$ cat config.mk
export PLATFORM = sky130hd
export DESIGN_NAME = three_axis_window_average_minmax
export DESIGN_NICKNAME = d
export VERILOG_FILES = /design/src/rtl/core/twam_pkg.sv /design/src/rtl/core/twam_lane.sv /design/src/rtl/core/twam_merge.sv /design/src/rtl/core/three_axis_window_average_minmax.sv
export SDC_FILE = /design/constraint.sdc
export NUM_CORES = 2
export LEC_CHECK = 0
export ABC_AREA = 0
export BUFFER_PORTS_ARGS = -buffer_cell sky130_fd_sc_hd__buf_2
export CAP_MARGIN = 10
export CORE_ASPECT_RATIO = 1.4
export CORE_UTILIZATION = 50
export CTS_CLUSTER_DIAMETER = 150
export DETAILED_ROUTE_END_ITERATION = 16
export GPL_ROUTABILITY_DRIVEN = 1
export MAX_ROUTING_LAYER = met4
export PLACE_DENSITY_LB_ADDON = 0.08
export SETUP_SLACK_MARGIN = 0.1
export SLEW_MARGIN = 20
export SYNTH_ARGS = -nofsm -noshare
export SYNTH_HDL_FRONTEND = slang
export SYNTH_SLANG_ARGS = --single-unit
$ cat constraint.sdc
create_clock -name clock -period 10.6 [get_ports clock]
set_input_delay 2.65 -clock clock [delete_from_list [all_inputs] [get_ports clock]]
set_output_delay 2.65 -clock clock [all_outputs]
set_load 0.005 [all_outputs]
$ cat src/rtl/core/twam_pkg.sv
`timescale 1ns / 1ps

package twam_pkg;

   localparam int WINDOW_MAX_DEF   = 64;
   localparam int NUM_AXES         = 3;
   localparam int SAMPLE_W         = 16;
   localparam int CFG_W            = 7;
   localparam int REQ_W            = NUM_AXES * SAMPLE_W;
   localparam int RSP_W            = 3 * NUM_AXES * SAMPLE_W;
   localparam logic [CFG_W-1:0] WINDOW_LEN_RESET = CFG_W'(8);

   typedef logic signed [SAMPLE_W-1:0] sample_type;

   typedef struct packed {
      logic acc_valid;
      logic acc_first;
      logic div_start;
   } lane_ctl_type;

   typedef struct packed {
      sample_type avg;
      sample_type hi;
      sample_type lo;
   } lane_res_type;

   typedef enum logic [3:0] {
      S_IDLE = 4'b0001,
      S_SCAN = 4'b0010,
      S_DIV  = 4'b0100,
      S_DONE = 4'b1000
   } state_type;

endpackage

$ cat src/rtl/core/twam_lane.sv
`timescale 1ns / 1ps

module twam_lane #(
   parameter int LW = 7
) (
   input  logic                  clock,
   input  logic                  reset,
   input  twam_pkg::lane_ctl_type ctl,
   input  twam_pkg::sample_type  sample,
   input  logic [LW-1:0]         len,
   output logic                  busy,
   output twam_pkg::lane_res_type res
);
   import twam_pkg::*;

   localparam int SW = SAMPLE_W + LW;
   localparam int NW = $clog2(SW + 1);

   logic signed [SW-1:0] sum_ff;
   sample_type           hi_ff;
   sample_type           lo_ff;
   logic [SW-1:0]        quot_ff;
   logic [LW-1:0]        rem_ff;
   logic                 neg_ff;
   logic [NW-1:0]        cnt_ff;
   logic                 busy_ff;

   logic signed [SW-1:0] sum_add;
   logic [SW-1:0]        sum_mag;
   logic [LW:0]          rem_sh;
   logic                 ge;
   logic [SW-1:0]        quot_s;

   always_comb begin
      sum_add = sum_ff + SW'(sample);
      sum_mag = sum_ff[SW-1] ? (~sum_ff + SW'(1)) : sum_ff;
      rem_sh  = {rem_ff, quot_ff[SW-1]};
      ge      = (rem_sh >= {1'b0, len});
      quot_s  = neg_ff ? (~quot_ff + SW'(1)) : quot_ff;
   end

   // accumulate sum and extremes over the scan
   always_ff @(posedge clock) begin
      if (ctl.acc_valid) begin
         if (ctl.acc_first) begin
            sum_ff <= SW'(sample);
            hi_ff  <= sample;
            lo_ff  <= sample;
         end else begin
            sum_ff <= sum_add;
            if (sample > hi_ff) begin
               hi_ff <= sample;
            end
            if (sample < lo_ff) begin
               lo_ff <= sample;
            end
         end
      end
   end

   // restoring divide of the magnitude, one quotient bit per cycle
   always_ff @(posedge clock) begin
      if (ctl.div_start) begin
         neg_ff  <= sum_ff[SW-1];
         quot_ff <= sum_mag;
         rem_ff  <= '0;
      end else if (busy_ff) begin
         quot_ff <= {quot_ff[SW-2:0], ge};
         rem_ff  <= ge ? LW'(rem_sh - {1'b0, len}) : rem_sh[LW-1:0];
      end
   end

   always_ff @(posedge clock) begin
      if (reset) begin
         busy_ff <= 1'b0;
         cnt_ff  <= '0;
      end else if (ctl.div_start) begin
         busy_ff <= 1'b1;
         cnt_ff  <= NW'(SW);
      end else if (busy_ff) begin
         cnt_ff <= cnt_ff - NW'(1);
         if (cnt_ff == NW'(1)) begin
            busy_ff <= 1'b0;
         end
      end
   end

   assign busy    = busy_ff;
   assign res.avg = quot_s[SAMPLE_W-1:0];
   assign res.hi  = hi_ff;
   assign res.lo  = lo_ff;

endmodule

$ cat src/rtl/core/twam_merge.sv
`timescale 1ns / 1ps

module twam_merge (
   input  logic                          clock,
   input  logic                          reset,
   input  logic                          load,
   input  twam_pkg::lane_res_type        res [twam_pkg::NUM_AXES],
   output logic                          load_ok,
   output logic                          rsp_tvalid,
   input  logic                          rsp_tready,
   output logic [twam_pkg::RSP_W-1:0]    rsp_tdata
);
   import twam_pkg::*;

   logic             valid_ff;
   logic [RSP_W-1:0] data_ff;

   assign load_ok = !valid_ff || rsp_tready;

   always_ff @(posedge clock) begin
      if (reset) begin
         valid_ff <= 1'b0;
      end else if (load) begin
         valid_ff <= 1'b1;
      end else if (rsp_tready) begin
         valid_ff <= 1'b0;
      end
   end

   always_ff @(posedge clock) begin
      if (load) begin
         data_ff <= {res[2].lo, res[2].hi, res[1].lo, res[1].hi, res[0].lo, res[0].hi,
                     res[2].avg, res[1].avg, res[0].avg};
      end
   end

   assign rsp_tvalid = valid_ff;
   assign rsp_tdata  = data_ff;

endmodule

$ cat src/rtl/core/three_axis_window_average_minmax.sv
`timescale 1ns / 1ps

// Moving-window average, maximum and minimum of a three-axis sample stream.
// Each transfer on req carries one sample per axis; once the last L samples
// are stored (L = window length register, 0 read as 1, capped at WINDOW_MAX),
// every sample gives one transfer on rsp, otherwise none. A sample that gives
// no result keeps the input ready for the next sample. For a sample that gives
// a result, the window memory is scanned one entry per cycle through its single
// read port, then three per-axis serial dividers produce one quotient bit per
// cycle; the input is not ready until the result is handed to the output
// register. The output register lets the next sample in while a result waits.
// The window memory needs no clearing pass after reset.

module three_axis_window_average_minmax #(
   parameter int WINDOW_MAX = twam_pkg::WINDOW_MAX_DEF
) (
   input  logic                       clock,
   input  logic                       reset,
   input  logic                       req_tvalid,
   output logic                       req_tready,
   // sample_x, sample_y, sample_z
   input  logic [twam_pkg::REQ_W-1:0] req_tdata,
   output logic                       rsp_tvalid,
   input  logic                       rsp_tready,
   // avg_x, avg_y, avg_z, max_x, min_x, max_y, min_y, max_z, min_z
   output logic [twam_pkg::RSP_W-1:0] rsp_tdata,
   input  logic                       csr_we,
   input  logic [twam_pkg::CFG_W-1:0] csr_wdata
);
   import twam_pkg::*;

   localparam int AW = (WINDOW_MAX > 1) ? $clog2(WINDOW_MAX) : 1;
   localparam int LW = $clog2(WINDOW_MAX + 1);
   localparam int CW = (LW > CFG_W) ? LW : CFG_W;
   localparam logic [CW-1:0] WMAX_C = CW'(WINDOW_MAX);
   localparam logic [AW-1:0] LAST_SLOT = AW'(WINDOW_MAX - 1);

   state_type        state_ff, state_in;
   logic [CFG_W-1:0] window_length_ff;
   logic [LW-1:0]    fill_ff;
   logic [AW-1:0]    slot_ff;
   logic [LW-1:0]    len_ff;
   logic [AW-1:0]    rd_addr_ff;
   logic [LW-1:0]    iss_cnt_ff;
   logic             rd_vld_ff;
   logic             rd_first_ff;
   logic             rd_last_ff;
   logic             div_start_ff;

   logic [REQ_W-1:0] mem [WINDOW_MAX];
   logic [REQ_W-1:0] mem_rdata_ff;

   logic             accept;
   logic             issue;
   logic [CW-1:0]    wl_ext;
   logic [CW-1:0]    len_cw;
   logic [LW-1:0]    len_eff;
   logic [LW-1:0]    fill_inc;
   logic             merge_load;
   logic             load_ok;
   logic [NUM_AXES-1:0] lane_busy;
   lane_ctl_type     lane_ctl;
   lane_res_type     lane_res [NUM_AXES];

   assign req_tready = (state_ff == S_IDLE);
   assign accept     = req_tvalid && req_tready;
   assign issue      = (state_ff == S_SCAN) && (iss_cnt_ff < len_ff);

   always_comb begin
      wl_ext = CW'(window_length_ff);
      if (wl_ext == '0) begin
         len_cw = CW'(1);
      end else if (wl_ext > WMAX_C) begin
         len_cw = WMAX_C;
      end else begin
         len_cw = wl_ext;
      end
      len_eff  = LW'(len_cw);
      fill_inc = (fill_ff < LW'(WINDOW_MAX)) ? fill_ff + LW'(1) : fill_ff;
   end

   always_comb begin
      state_in   = state_ff;
      merge_load = 1'b0;
      unique case (state_ff)
         S_IDLE: begin
            if (accept && (fill_inc >= len_eff)) begin
               state_in = S_SCAN;
            end
         end
         S_SCAN: begin
            if (rd_last_ff) begin
               state_in = S_DIV;
            end
         end
         S_DIV: begin
            if (!div_start_ff && !(|lane_busy)) begin
               state_in = S_DONE;
            end
         end
         S_DONE: begin
            if (load_ok) begin
               merge_load = 1'b1;
               state_in   = S_IDLE;
            end
         end
         default: state_in = S_IDLE;
      endcase
   end

   always_ff @(posedge clock) begin
      if (reset) begin
         state_ff         <= S_IDLE;
         window_length_ff <= WINDOW_LEN_RESET;
         fill_ff          <= '0;
         slot_ff          <= '0;
         iss_cnt_ff       <= '0;
         rd_vld_ff        <= 1'b0;
         rd_first_ff      <= 1'b0;
         rd_last_ff       <= 1'b0;
         div_start_ff     <= 1'b0;
      end else begin
         state_ff     <= state_in;
         rd_vld_ff    <= issue;
         rd_first_ff  <= issue && (iss_cnt_ff == '0);
         rd_last_ff   <= issue && (iss_cnt_ff == len_ff - LW'(1));
         div_start_ff <= (state_ff == S_SCAN) && rd_last_ff;
         if (csr_we) begin
            window_length_ff <= csr_wdata;
         end
         if (accept) begin
            fill_ff    <= fill_inc;
            slot_ff    <= (slot_ff == LAST_SLOT) ? '0 : slot_ff + AW'(1);
            iss_cnt_ff <= '0;
         end else if (issue) begin
            iss_cnt_ff <= iss_cnt_ff + LW'(1);
         end
      end
   end

   always_ff @(posedge clock) begin
      if (accept) begin
         len_ff     <= len_eff;
         rd_addr_ff <= slot_ff;
      end else if (issue) begin
         rd_addr_ff <= (rd_addr_ff == '0) ? LAST_SLOT : rd_addr_ff - AW'(1);
      end
   end

   // window store, newest entry first on the scan
   always_ff @(posedge clock) begin
      if (accept) begin
         mem[slot_ff] <= req_tdata;
      end
      mem_rdata_ff <= mem[rd_addr_ff];
   end

   assign lane_ctl.acc_valid = rd_vld_ff;
   assign lane_ctl.acc_first = rd_first_ff;
   assign lane_ctl.div_start = div_start_ff;

   for (genvar i = 0; i < NUM_AXES; i++) begin : g_lane
      twam_lane #(
         .LW (LW)
      ) u_lane (
         .clock  (clock),
         .reset  (reset),
         .ctl    (lane_ctl),
         .sample (mem_rdata_ff[i*SAMPLE_W +: SAMPLE_W]),
         .len    (len_ff),
         .busy   (lane_busy[i]),
         .res    (lane_res[i])
      );
   end

   twam_merge u_merge (
      .clock      (clock),
      .reset      (reset),
      .load       (merge_load),
      .res        (lane_res),
      .load_ok    (load_ok),
      .rsp_tvalid (rsp_tvalid),
      .rsp_tready (rsp_tready),
      .rsp_tdata  (rsp_tdata)
   );

endmodule

# [After elaboration in Yosys (flattened, before gate mapping)]
# Memories as Yosys holds them, arrays and structs flattened. A register that Yosys moved wholly into a read port is not among the register bits.
# Index checks and enable logic that the tools add are counted.
[classes] n_lt_le_gt_ge=13 n_bitwise=6 mux=63 n_div=0 n_mul=0 n_eq_ne=13 reduce_logical=35 n_shift=0 n_addsub=20
[ops] operator="two-way mux 23 bit" n=12
[ops] operator="two-way mux 16 bit" n=15
[ops] operator="adder 23 x 16 -> 23 bit" n=3
[ops] operator="adder 23 x 2 -> 23 bit, second input constant" n=3
[ops] operator="NOT 23 bit" n=3
[ops] operator="adder 16 x 1 -> 16 bit, second input constant" n=3
[ops] operator="> comparator 16 bit" n=3
[ops] operator="< comparator 16 bit" n=3
[ops] operator="NOT 16 bit" n=3
[ops] operator="two-way mux 7 bit" n=6
[ops] operator="two-way mux 5 bit" n=6
[ops] operator="greater-or-equal comparator 8 x 7 -> 1 bit" n=3
[ops] operator="two-way mux 6 bit" n=4
[ops] operator="nonzero test 2 bit" n=11
[ops] operator="subtractor 7 bit" n=3
[ops] operator="two-way mux 4 bit" n=4
[ops] operator="one-hot mux 4 bit (4 select lines)" n=1
[ops] operator="equality test 5 x 1 -> 1 bit, second input constant" n=3
[ops] operator="two-way mux 1 bit" n=15
[ops] operator="subtractor 5 x 1 -> 5 bit, second input constant" n=3
[ops] operator="adder 7 x 1 -> 7 bit, second input constant" n=2
[ops] operator="zero test 7 bit" n=2
[ops] operator="AND reduction 2 bit" n=6
[ops] operator="equality test 7 bit" n=1
[ops] operator="21 further kinds" n=32
[totals] ram_bits=3072 in_bits=60 out_inout_bits=146 latch_bits=0 mem_count=1 register_bits=469 mem_bits_ro=0 wordCells=191
[memory_table] name="mem" words=64 word_bits=48 rd=1 rd_ports_with_merged_regs=1 wr=1 line_no="three_axis_window_average_minmax.sv:50" source="logic [REQ_W-1:0] mem [WINDOW_MAX];"

# [Logic depth before layout (Yosys ltp)]
[logic_depth] ltp_word=7 depth_mapped=12 ltp_nobuf=12

# [Cells and area by module]
# A second synthesis with hierarchy kept.
[unflattened] cells_unflattened=7345 hier_area_um2=143985.6
[modules_own_cells] mod="three_axis_window_average_minmax" n_inst=1 cells_per_inst=5194 seq_area_each_um2=94300.4 area_each_um2=120395.5
[modules_own_cells] mod="twam_lane (g_lane[0].u_lane ...)" n_inst=2 cells_per_inst=667 seq_area_each_um2=2632.5 area_each_um2=6401.1
[modules_own_cells] mod="twam_lane (g_lane[2].u_lane)" n_inst=1 cells_per_inst=669 seq_area_each_um2=2632.5 area_each_um2=6417.4
[modules_own_cells] mod="twam_merge" n_inst=1 cells_per_inst=148 seq_area_each_um2=4344.2 area_each_um2=4370.4

# [Worst setup path before layout]
# Ideal clock, no wire load.
[synth_path] path_type="input to register" startpoint="input port rsp_tready" endpoint="register u_merge.data_ff[0] (netlist: u_merge.rsp_tdata[0]), enable pin" path_buffers=0 setup_ps=650 path_stages=2 path_slack_ps=1282 t_arrival_ps=8668 cell_sequence="nor2b_1 > nor2_1"
[synth_via] elab_chain_len=3
[synth_lines] element="from (decl)" line_no="three_axis_window_average_minmax.sv:24" source="input logic rsp_tready,"
[synth_lines] element="logical OR 1 bit" line_no="twam_merge.sv:18" source="assign load_ok = !valid_ff || rsp_tready;"
[synth_lines] element="two-way mux 1 bit" line_no="three_axis_window_average_minmax.sv:102" source="if (load_ok) begin"
[synth_lines] element="two-way mux 1 bit" line_no="three_axis_window_average_minmax.sv:85" source="unique case (state_ff)"
[synth_lines] element="named net merge_load" line_no="three_axis_window_average_minmax.sv:59" source="logic merge_load;"
[synth_lines] element="to (signal assigned)" line_no="twam_merge.sv:32" source="data_ff <= {res[2].lo, res[2].hi, res[1].lo, res[1].hi, res[0].lo, res[0].hi,"
[synth_lines] element="to (decl)" line_no="twam_merge.sv:16" source="logic [RSP_W-1:0] data_ff;"
# The timed path passes the listed nets, and every way through them passes these cells.
# A chain may end at the register's enable or synchronous reset.

# [Final worst setup path]
[layout_path] startpoint="input port req_tvalid" endpoint="memory mem[31][40] (netlist name), enable pin"
[layout_via] elab_chain_len=3
[layout_lines] element="from (decl)" line_no="three_axis_window_average_minmax.sv:19" source="input logic req_tvalid,"
[layout_lines] element="logical AND 1 bit" line_no="three_axis_window_average_minmax.sv:66" source="assign accept = req_tvalid && req_tready;"
[layout_lines] element="two-way mux 1 bit" line_no="three_axis_window_average_minmax.sv:152" source="if (accept) begin"
[layout_lines] element="two-way mux 1 bit (implied by the code)" line_no="three_axis_window_average_minmax.sv:153" source="mem[slot_ff] <= req_tdata;"
[layout_lines] element="to (decl)" line_no="three_axis_window_average_minmax.sv:50"
# Every way passes these cells.

==> out/summary.json <==
{
  "timing": {
    "finalWorstPathRequiredPeriod_ns": 5.19,
    "slew_headroom_pct": 20.8,
    "achievable-frequency_ghz": 0.193,
    "tightestPinTransition_ns": 1.16,
    "min_period_over_period_pct": 49.0,
    "timing.clock.skew_ns": 0.0498,
    "tns_ns": 0,
    "setup_violations": 0,
    "final-hold-violation-count": 0,
    "grt_setup_unrepaired": "false",
    "drv_slew": 0
  },
  "critical_path": {
    "reg2reg_depth": 9,
    "timing.critical_path.cells": "buf_2 -> nand2_1 -> buf_4 -> clkinv_1 -> nand4_1 -> buf_4 -> nor2_4 -> buf_4",
    "ff2ff_setup_slack_ns": 6.11,
    "crit_path_start": "req_tvalid",
    "cp-start-kind": "primary input",
    "critPathRequiredTime_ns": 11.14,
    "cp_max_fo": 26,
    "crit-reg2reg-capture": "mem_rdata_ff[4]$_DFF_P_",
    "slowest_delay_ns": 0.79,
    "setup.worst_path.end_class": "register",
    "path_buf_inv": 5,
    "path_class": "primary input to register",
    "slowest_stage": "nor2_4",
    "cell_mode_on_critical_path": "buf_4",
    "cp_data_arrival_time_ns": 5.73,
    "worst_r2r_startpoint": "rd_addr_ff[3]$_DFFE_PP_",
    "critical_path.top_delay_family": "buffers and inverters"
  },
  "detailed_routing": {
    "initialDrtViolationCount": 7127,
    "drcViolationCount": 0,
    "drt.antenna.violating_nets": 0,
    "drt_total_wl_um": 385000,
    "routed-via-count": 72100,
    "detailedRoute.firstPassIterationCount": 5,
    "post_drt_via_cell_ratio": 6.18,
    "drt-wirelength-per-cell_um": 33.0
  },
  "grt": {
    "grt_use_total_pct": 27.6,
    "gr-total-overflow": 0,
    "grt_first_pass_wirelength_um": 545000,
    "initial_antenna_violation_count": 26,
    "vias_in_the_first_global_route": 73100,
    "grt_start_max_net_pins": 145
  },
  "die": {
    "floorplan.die.width_um": 455,
    "die-height_um": 636,
    "placeableCoreArea_um2": 285000,
    "rows": 232,
    "initial_core_util_pct": 50.3,
    "floorplan.die_area_um2": 289000,
    "design.portCount": 206
  },
  "clock_network": {
    "cts_resized": 0,
    "worstSkewPairLatency_ns": 0.91,
    "cts.hold.buffers_added": 0,
    "cts_setup_buffers": 0,
    "clock_path_buffers": 4,
    "cts_made_buffers": 350,
    "tritoncts": "done",
    "cts-htree-levels": 5,
    "clk_root_buf": "clkbuf_16",
    "cts.sinks": 3589,
    "clkTransAtPathRegs_ns": 0.07
  },
  "power": {
    "powerDensity_nw_per_um2": 211,
    "static-leakage-power_uw": 0.0524,
    "worst_ir_drop_vdd_v": 0.000228,
    "total_power_uw": 34100
  },
  "min_path": {
    "timing.hold.worst_path_depth": 0,
    "hp-start": "g_lane[2].u_lane.hi_ff[6]$_DFFE_PP_",
    "hold_end": "u_merge.rsp_tdata[118]$_DFFE_PP_",
    "hold_path.class": "register to register"
  },
  "synth": {
    "synth.cell_area_um2": 144000,
    "syn_area_per_cell_um2": 19.9,
    "dominantRegCellSynth": "edfxtp_1",
    "post-synth-top-area-cell": "edfxtp_1",
    "synth_sequential_area_ratio_pct": 74.2,
    "number_of_synthesized_register_bits": 3589,
    "yosys_warnings": 0,
    "yosysUniqueCellTypes": 74,
    "synth_largest_type_area_fraction_pct": 72.5,
    "mappedNetlistNets": 7502,
    "synth_enable_flop_cells": 3466,
    "cell_count_after_synthesis": 7223,
    "asyncSetResetFlopFracSynth_pct": 0,
    "netlist_top_cells_area": "edfxtp_1 73%, mux4_2 13%, ha_1 1.9%"
  },
  "final_layout": {
    "finalCoreUtilization_pct": 56.6,
    "most-common-layout-cells": "3466 x edfxtp_1, 852 x mux4_2, 359 x clkbuf_16",
    "layout.cells.most_common": "edfxtp_1",
    "fin_nets": 7902,
    "syn2layout_area_growth_pct": 12.5,
    "share_of_post_route_cells_with_drive_strength_above_1_pct": 23.8
  },
  "job": {
    "maxCapViolations": 0
  },
  "run_status": {
    "outcome": "finished, final reports clean"
  },
  "placed_design": {
    "gp_routability_congestion": 0.886,
    "portBuffers": 205,
    "hpwlAfterDp_um": 236000
  }
}
[worst max path at each step]
stage	end	slack, ns	depth (start not counted)
6_report	mem[31][40]$_DFFE_PP_	5.41	8
5_1_grt	mem[31][7]$_DFFE_PP_	5.34	8
4_1_cts	mem[31][31]$_DFFE_PP_	5.15	8
3_5_place_dp	mem[31][31]$_DFFE_PP_	4.18	8
3_3_place_gp	mem[31][31]$_DFFE_PP_	4.17	8
2_1_floorplan	u_merge.rsp_tdata[0]$_DFFE_PP_	1.28	2
[cells by family after synthesis]
logic type,count (synthesis),share of synthesized area [%]
AOI/OAI and AO/OA,815,3.64
muxes,1054,14.8
adders and majority gates,219,1.94
and+or+nand+nor,812,2.68
xor gates and xnor gates,207,1.26
buffers and inverters,527,1.45
DFF,3589,74.2
[sequential cells by signal, summed over array words and instances (netlist names), 6 cells and up]
signal                 count
slot_ff                    6
g_lane.u_lane.lo_ff       48
g_lane.u_lane.hi_ff       48
window_length_ff           7
fill_ff                    7
g_lane.u_lane.quot_ff     69
g_lane.u_lane.rem_ff      21
g_lane.u_lane.sum_ff      69
mem                     3072
iss_cnt_ff                 7
rd_addr_ff                 6
g_lane.u_lane.cnt_ff      15
len_ff                     7
u_merge.rsp_tdata        144
mem_rdata_ff              48
[worst register-to-register path: cells and delay by family (launching register included)]
kind / cells / cell delay, ns
AOI/OAI and AO/OA: 4 / 1.47
buffers and inverters: 3 / 1.57
DFF: 1 / 0.35
and+or+nand+nor: 2 / 0.91
[where the power goes]
part           leakage [uW]  internal (uW)  switching [uW]
combinational        0.0146           2110            3210
sequential           0.0322          15800             411
clock               0.00556           7200            5310
total                0.0524          25100            8930
[cell type report]
class	instances	area (um^2)
Antenna cell	16	40.0
Clock buffer	446	9520
Multi-Input combinational cell	3107	35500
Tap cell	3744	4680
Sequential cell	3589	107000
Clock inverter	180	1820
Inverter	179	682
Timing Repair Buffer	396	2700
Fill cell	21300	124000
[metal layers]
layer	up-vias	wire, um	global-route usage [%]
met5	-	0	-
met4	0	19400	11.8
met3	581	20200	3.26
met2	2344	199000	46.1
met1	38700	146000	33.9
li1	30500	-	-
[metrics by stage]
stage          hold WS, ns  setup slack (ns)  instance area [um^2]  std cells
2_1_floorplan        0.420              1.28                144000       7223
3_3_place_gp         0.436              4.17                150000      11000
3_5_place_dp         0.432              4.18                150000      11000
4_1_cts              0.443              5.15                161000      11600
5_1_grt              0.459              5.34                161000      11700
6_report             0.448              5.41                161000      11700
[cell usage after synthesis, types with 7 or more instances]
cell type	count
edfxtp_1	3466
mux4_2	852
nor2_1	273
a21oi_1	228
nand2_1	217
ha_1	213
clkbuf_1	201
mux2i_1	187
inv_1	176
o21ai_0	169
dfxtp_1	123
xor2_1	112
xnor2_1	95
buf_2	78
buf_1	67
a21o_1	59
a211oi_1	58
nand3_1	51
nor3_1	44
o31ai_1	39
o22ai_1	38
o221ai_1	37
and2_1	34
nand2b_1	29
nor2b_1	29
a31oi_1	28
nand4_1	24
o211ai_1	21
or4_1	19
o41ai_1	18
nor4_1	17
o21a_1	16
a221oi_1	15
a311oi_1	15
mux2_2	15
a21boi_0	14
a22oi_1	13
or3_1	12
and3_1	11
or2_2	11
and4_1	7
o2111ai_1	7
Power figures use the tool's default switching activity.
